===== src/design/shi_pkg.sv =====
package shi_pkg;
  localparam int DIM = 4;
  localparam int W = 32;
  localparam int FRAC = 16;
  localparam int SW = 52;          // sum width of floored products plus offset
  localparam int MW = 53;          // |sA|+|sB| width
  localparam int DIV_NS = 4;       // divider stages
  localparam int DIV_BPS = FRAC / DIV_NS;
  localparam int LAT = DIV_NS + 4; // products, sum, abs, divider, output
  localparam int IN_TW = 2 * DIM * W;
  localparam int OUT_TW = 3 + DIM * W;
  localparam int OUT_TB = ((OUT_TW + 7) / 8) * 8;

  localparam logic [2:0] CFG_OFFSET = 3'd4;

  typedef logic signed [W-1:0] coord_t;
  typedef coord_t vec_t [DIM];
endpackage


===== src/design/shi_div.sv =====
// 16-step restoring divide, 4 quotient bits per stage over 4 stages.
module shi_div import shi_pkg::*; (
  input  logic clk,
  input  logic en,
  input  logic [MW-1:0] na,
  input  logic [MW-1:0] den,
  output logic [FRAC:0] t
);
  logic [MW:0] r_r [DIV_NS];
  logic [MW-1:0] d_r [DIV_NS];
  logic [FRAC-1:0] q_r [DIV_NS];
  logic full_r [DIV_NS];
  logic [MW:0] rn [DIV_NS];
  logic [FRAC-1:0] qn [DIV_NS];

  always_comb begin
    for (int s = 0; s < DIV_NS; s++) begin
      rn[s] = (s == 0) ? {1'b0, na} : r_r[s-1];
      qn[s] = (s == 0) ? '0 : q_r[s-1];
      for (int k = 0; k < DIV_BPS; k++) begin
        rn[s] = {rn[s][MW-1:0], 1'b0};
        qn[s] = {qn[s][FRAC-2:0], 1'b0};
        if (rn[s] >= {1'b0, ((s == 0) ? den : d_r[s-1])}) begin
          rn[s] = rn[s] - {1'b0, ((s == 0) ? den : d_r[s-1])};
          qn[s][0] = 1'b1;
        end
      end
    end
  end

  always_ff @(posedge clk) begin
    if (en) begin
      for (int s = 0; s < DIV_NS; s++) begin
        r_r[s] <= rn[s];
        q_r[s] <= qn[s];
        d_r[s] <= (s == 0) ? den : d_r[s-1];
        full_r[s] <= (s == 0) ? (na >= den) : full_r[s-1];
      end
    end
  end

  assign t = full_r[DIV_NS-1] ? (FRAC+1)'(1 << FRAC) : {1'b0, q_r[DIV_NS-1]};
endmodule


===== config.mk =====
export PLATFORM = sky130hd
export DESIGN_NAME = shi_div
export DESIGN_NICKNAME = d
export VERILOG_FILES = /design/src/design/shi_pkg.sv /design/src/design/shi_div.sv
export SDC_FILE = /design/constraint.sdc
export NUM_CORES = 2
export LEC_CHECK = 0
export BUFFER_PORTS_ARGS = -buffer_cell sky130_fd_sc_hd__buf_2
export CAP_MARGIN = 20
export CORE_MARGIN = 5
export CORE_UTILIZATION = 35
export CTS_CLUSTER_DIAMETER = 120
export CTS_CLUSTER_SIZE = 10
export DETAILED_ROUTE_END_ITERATION = 6
export SKIP_LAST_GASP = 1
export SYNTH_ARGS = -nofsm -noshare
export SYNTH_HDL_FRONTEND = slang
export SYNTH_SLANG_ARGS = --single-unit

===== constraint.sdc =====
create_clock -name clk -period 17.7 [get_ports clk]
set_clock_uncertainty 0.2 [all_clocks]
set_input_delay 0.885 -clock clk [delete_from_list [all_inputs] [get_ports clk]]
set_output_delay 0.885 -clock clk [all_outputs]
set_load 0.02 [all_outputs]

**Word level (Yosys, flattened, before mapping)**

Memories as Yosys holds them, arrays and structs flattened.
Index checks and enable logic that the tools add are counted.

- $add $sub $neg: 16
- $mul: 0
- Div/mod/pow operators: 0
- Magnitude comparators: 17
- Equality and inequality tests: 0
- Shift-type cells: 0
- Multiplexer cells: 35
- Bitwise operators: 0
- Reduce and logical (&&, ||, !) cells: 0

Operators with widths:

| kind | count |
|---|---|
| 54-bit by 53-bit greater-or-equal comparator with 1-bit output | 16 |
| 53-bit two-way mux | 12 |
| 53-bit subtractor | 12 |
| 54-bit two-way mux | 4 |
| 54-bit by 53-bit subtractor with 54-bit output | 4 |
| 53-bit greater-or-equal comparator | 1 |
| 1-bit two-way mux | 18 |
| 17-bit two-way mux | 1 |

- Register bits: 0
- Latch bits: 0
- Bits in writable memories: 496
- Bits in read-only memories: 0
- Bits of input ports: 108
- Output and inout bits: 17
- Logic and storage cells: 72
- Memories: 4

Memories:

| name | depth | width | rd ports | clocked after Yosys merged registers in | wr ports | RTL line | source |
|---|---|---|---|---|---|---|---|
| r_r | 4 | 54 | 3 | 0 | 4 | shi_div.sv:9 | `logic [MW:0] r_r [DIV_NS];` |
| d_r | 4 | 53 | 3 | 0 | 4 | shi_div.sv:10 | `logic [MW-1:0] d_r [DIV_NS];` |
| q_r | 4 | 16 | 4 | 0 | 4 | shi_div.sv:11 | `logic [FRAC-1:0] q_r [DIV_NS];` |
| full_r | 4 | 1 | 4 | 0 | 4 | shi_div.sv:12 | `logic full_r [DIV_NS];` |

**Longest topological paths before layout**

An unclocked memory read counts as a cell.

- Depth after elaboration: 9
- Mapped depth: 63
- Mapped depth without buffers: 55

**Least setup slack after synthesis**

No wires, ideal clock.

- Path type: input to register
- Start point: input port den[0]
- End point: memory r_r[0][10] (netlist name), data pin
- Setup time: 0.260 ns
- Data arrival time: 12.797 ns
- Data required time: 17.240 ns
- Path slack: 4.443 ns
- Cell stages on the path: 56
- Path buffers: 8
- Path through: clkbuf_1 > inv_1 > fa_1 > a211oi_1 > o211a_1 > o31ai_1 > a311o_1 > o211ai_1 > o21a_1 > inv_2 > buf_1 > clkbuf_1 > nor2_1 > a21oi_1 > ha_1 > and3_1 > a221oi_1 > o21ai_0 > [20 not listed] > buf_2 > mux2_2 > ha_1 > clkbuf_1 > and4_1 > nand3_1 > or2_2 > o31ai_1 > nand2_1 > a21boi_0 > o21a_1 > o21ai_0 > a31oi_1 > a21o_1 > a211o_1 > buf_2 > buf_2 > mux2_2

RTL lines:

| what | RTL line | source |
|---|---|---|
| start, declared | shi_div.sv:6 | `input logic [MW-1:0] den,` |
| end, declared | shi_div.sv:9 |  |

==> qor.csv <==
stage;metric;value;unit
cts;htree_levels;2;
cts;numCtsBuffers;44;
flow_run;cap_violations;0;
synthesis;avgSynthCellArea;7.95;sq um
setup_path;start_kind;register;
sta;finalSetupViolations;0;
synthesis;synth_edf_count;362;
synthesis;synth_area;0.0639;sq mm
synthesis;syn_inst;8046;
final_layout;final_nets;9252;
drt;wire_per_inst;22.2;um
die;start_util;35.3;%
synthesis;yosysMostFrequentCell;ha_1;
drt;drt-total-wl;236;mm
cts;cts_setup_buffers;0;
synthesis;yosys.area.top_type;ha_1;
cts;clk_pin_slew;60;ps
setup_path;critPathMostFrequentCell;o21ai_0;
setup_path;cp_data_required_time;17860;ps
outcome;status;complete, no violations;
final_layout;drive_gt1_share;11.2;%
placed_design;port_buffers;124;
cts;ctsHoldBuffers;0;
synthesis;yosysUniqueCellTypes;100;
final_layout;syn2layout_area_growth;9.33;%
die;num_rows;156;
global_route;grt_first_pass_wirelength;353;mm
synthesis;ys_ff_latch;362;
drt;ant_nets;0;
die;pin_count;125;
die;fp.dieH;437;um
synthesis;synth_top_family_by_area;compound AO/OA/AOI/OAI gates;
drt;vias;62574;
drt;dr.pass1.iters;6;
sta;min_period_over_period;94.7;%
global_route;antenna_found_initial;10;
setup_path;crit_path_top_delay_cell;nor4_1;
cts;insertion_delay;650;ps
sta;rsz0062_at_grt;no;
setup_path;max_stage_delay;830;ps
synthesis;synth_top_area_share;17.4;%
synthesis;async_reset_ff_share;0;%
cts;cts-resized-gates;0;
synthesis;synth-compound-area-share;28.2;%
global_route;grt_pass1_vias;60794;
synthesis;yosysWarnings;0;
sta;worst_pin_slew;1100;ps
setup_path;crit_arrival;16930;ps
sta;fmax;59.6;MHz
sta;tns;0;ps
placed_design;routabilityCongestion;1.03;
sta;relSlewSlack;26.4;%
synthesis;synthAdderAreaFrac;17.5;%
synthesis;syn_nets;9046;
global_route;track_usage;23.4;%
cts;cts_sinks;362;
placed_design;dp_hpwl;200;mm
synthesis;ys.flop_type;edfxtp_1;
hold_path;hold_class;register to register;
sta;report.final.slew_viol_count;0;
cts;cts_root_buf;clkbuf_16;
cts;clock_path_buffers;3;
die;die_area;0.191;sq mm
synthesis;synth-xor-area-share;9.30;%
synthesis;synth_seq_area_share;17.0;%
drt;drt_iter0_drc;4884;
synthesis;synthMuxAreaShare;7.40;%
global_route;grt-ovfl-total;0;
synthesis;yosys.area_share.simple;16.7;%
sta;layout_min_cycle_time;16770;ps
synthesis;synth_commonest_cells;ha_1, a21oi_1, nand2_1, nor2_1, o21ai_0;
global_route;grt_max_degree;71;
setup_path;cp_max_fo;62;
sta;finalHoldViolations;0;
sta;whs;220;ps
setup_path;critical_path_class;register to register;
setup_path;end_kind;register;
cts;cts_tree;yes;
drt;route.detailed.drc;0;
synthesis;ys_top_cells_by_area;ha_1, edfxtp_1, a21oi_1, mux2_2, xnor2_1;
die;coreArea;0.181;sq mm
die;die_w;437;um
final_layout;fin_util;38.6;%
drt;viasPerCell;5.88;
==> layout by cell type (no fill, tap or decap), drive strengths merged, types with 58 or more instances in the layout <==
cell type	Yosys	final
o21bai	116	116
a21o	424	424
a31oi	86	86
ha	888	888
nand4	142	142
buf	61	373
mux2	391	391
nor3	137	137
o31ai	58	58
o21a	153	153
and3	80	80
nand3	140	140
and2	63	63
nand2	647	647
o211ai	58	58
nor2b	100	100
a211oi	92	92
o21ai	582	582
nor2	588	588
nand2b	107	107
inv	430	432
edfxtp	362	362
a21oi	866	866
xnor2	441	441
xor2	238	238
==> cell type report <==
type | count | area (sq um)
inverters | 432 | 1620
clock buffers | 48 | 1120
fillers | 18631 | 111000
diodes | 2 | 5.00
well taps | 2370 | 2970
flip-flops and latches | 362 | 10900
clock inverters | 9 | 109
multi-input cells | 7039 | 50600
repair buffers | 373 | 2620
==> critical path: cells and delay by family, from the launching register on <==
| family | cells | cell delay [ps] |
|---|---|---|
| AND/OR/NAND/NOR | 13 | 3520 |
| buffers and inverters | 7 | 2820 |
| AO/OA/AOI/OAI | 25 | 6510 |
| adder cells (fa/ha/maj) | 4 | 1770 |
| multiplexers | 3 | 950 |
| flip-flops | 1 | 610 |
==> final timing paths <==
kind	start	endpoint	slack, ps	depth (start not counted)
worst max-delay path	d_r[0][0]	r_r[1][2]	930	52
worst min-delay path	q_r[0][1]	q_r[1][5]	220	0
worst max register to register	d_r[0][0]	r_r[1][2]	930	52
worst min register to register	q_r[0][1]	q_r[1][5]	220	0
==> logic make-up after synthesis <==
family / Yosys count
xor+xnor: 679
buf+inv: 645
compound gates: 2820
simple gates: 2228
fa+ha+maj: 892
flops: 362
mux: 420
==> per-stage QoR <==
stage	setup slack (ps)	instances	area, sq um
CTS	998	10633	69900
floorplan	4440	8046	63900
finish	932	10635	69900
detailed placement	1030	10576	68700
global placement	1060	10573	68700
global route	156	10633	69900
==> sequential cells by signal (all words and copies together), names as in the netlist <==
name	cells
d_r	159
full_r	4
q_r	40
r_r	159
==> metal layers <==
| layer | vias to the layer above | routed length, um | GRT usage (%) |
|---|---|---|---|
| met5 | - | 0 | 0 |
| met4 | 0 | 15100 | 12.8 |
| met3 | 491 | 9920 | 1.70 |
| met2 | 1913 | 112000 | 41.1 |
| met1 | 29603 | 99300 | 28.4 |
| li1 | 30567 | - | - |
Power is not shown: default switching activity piles up to over one toggle a cycle in this logic, so the estimate is an artifact.
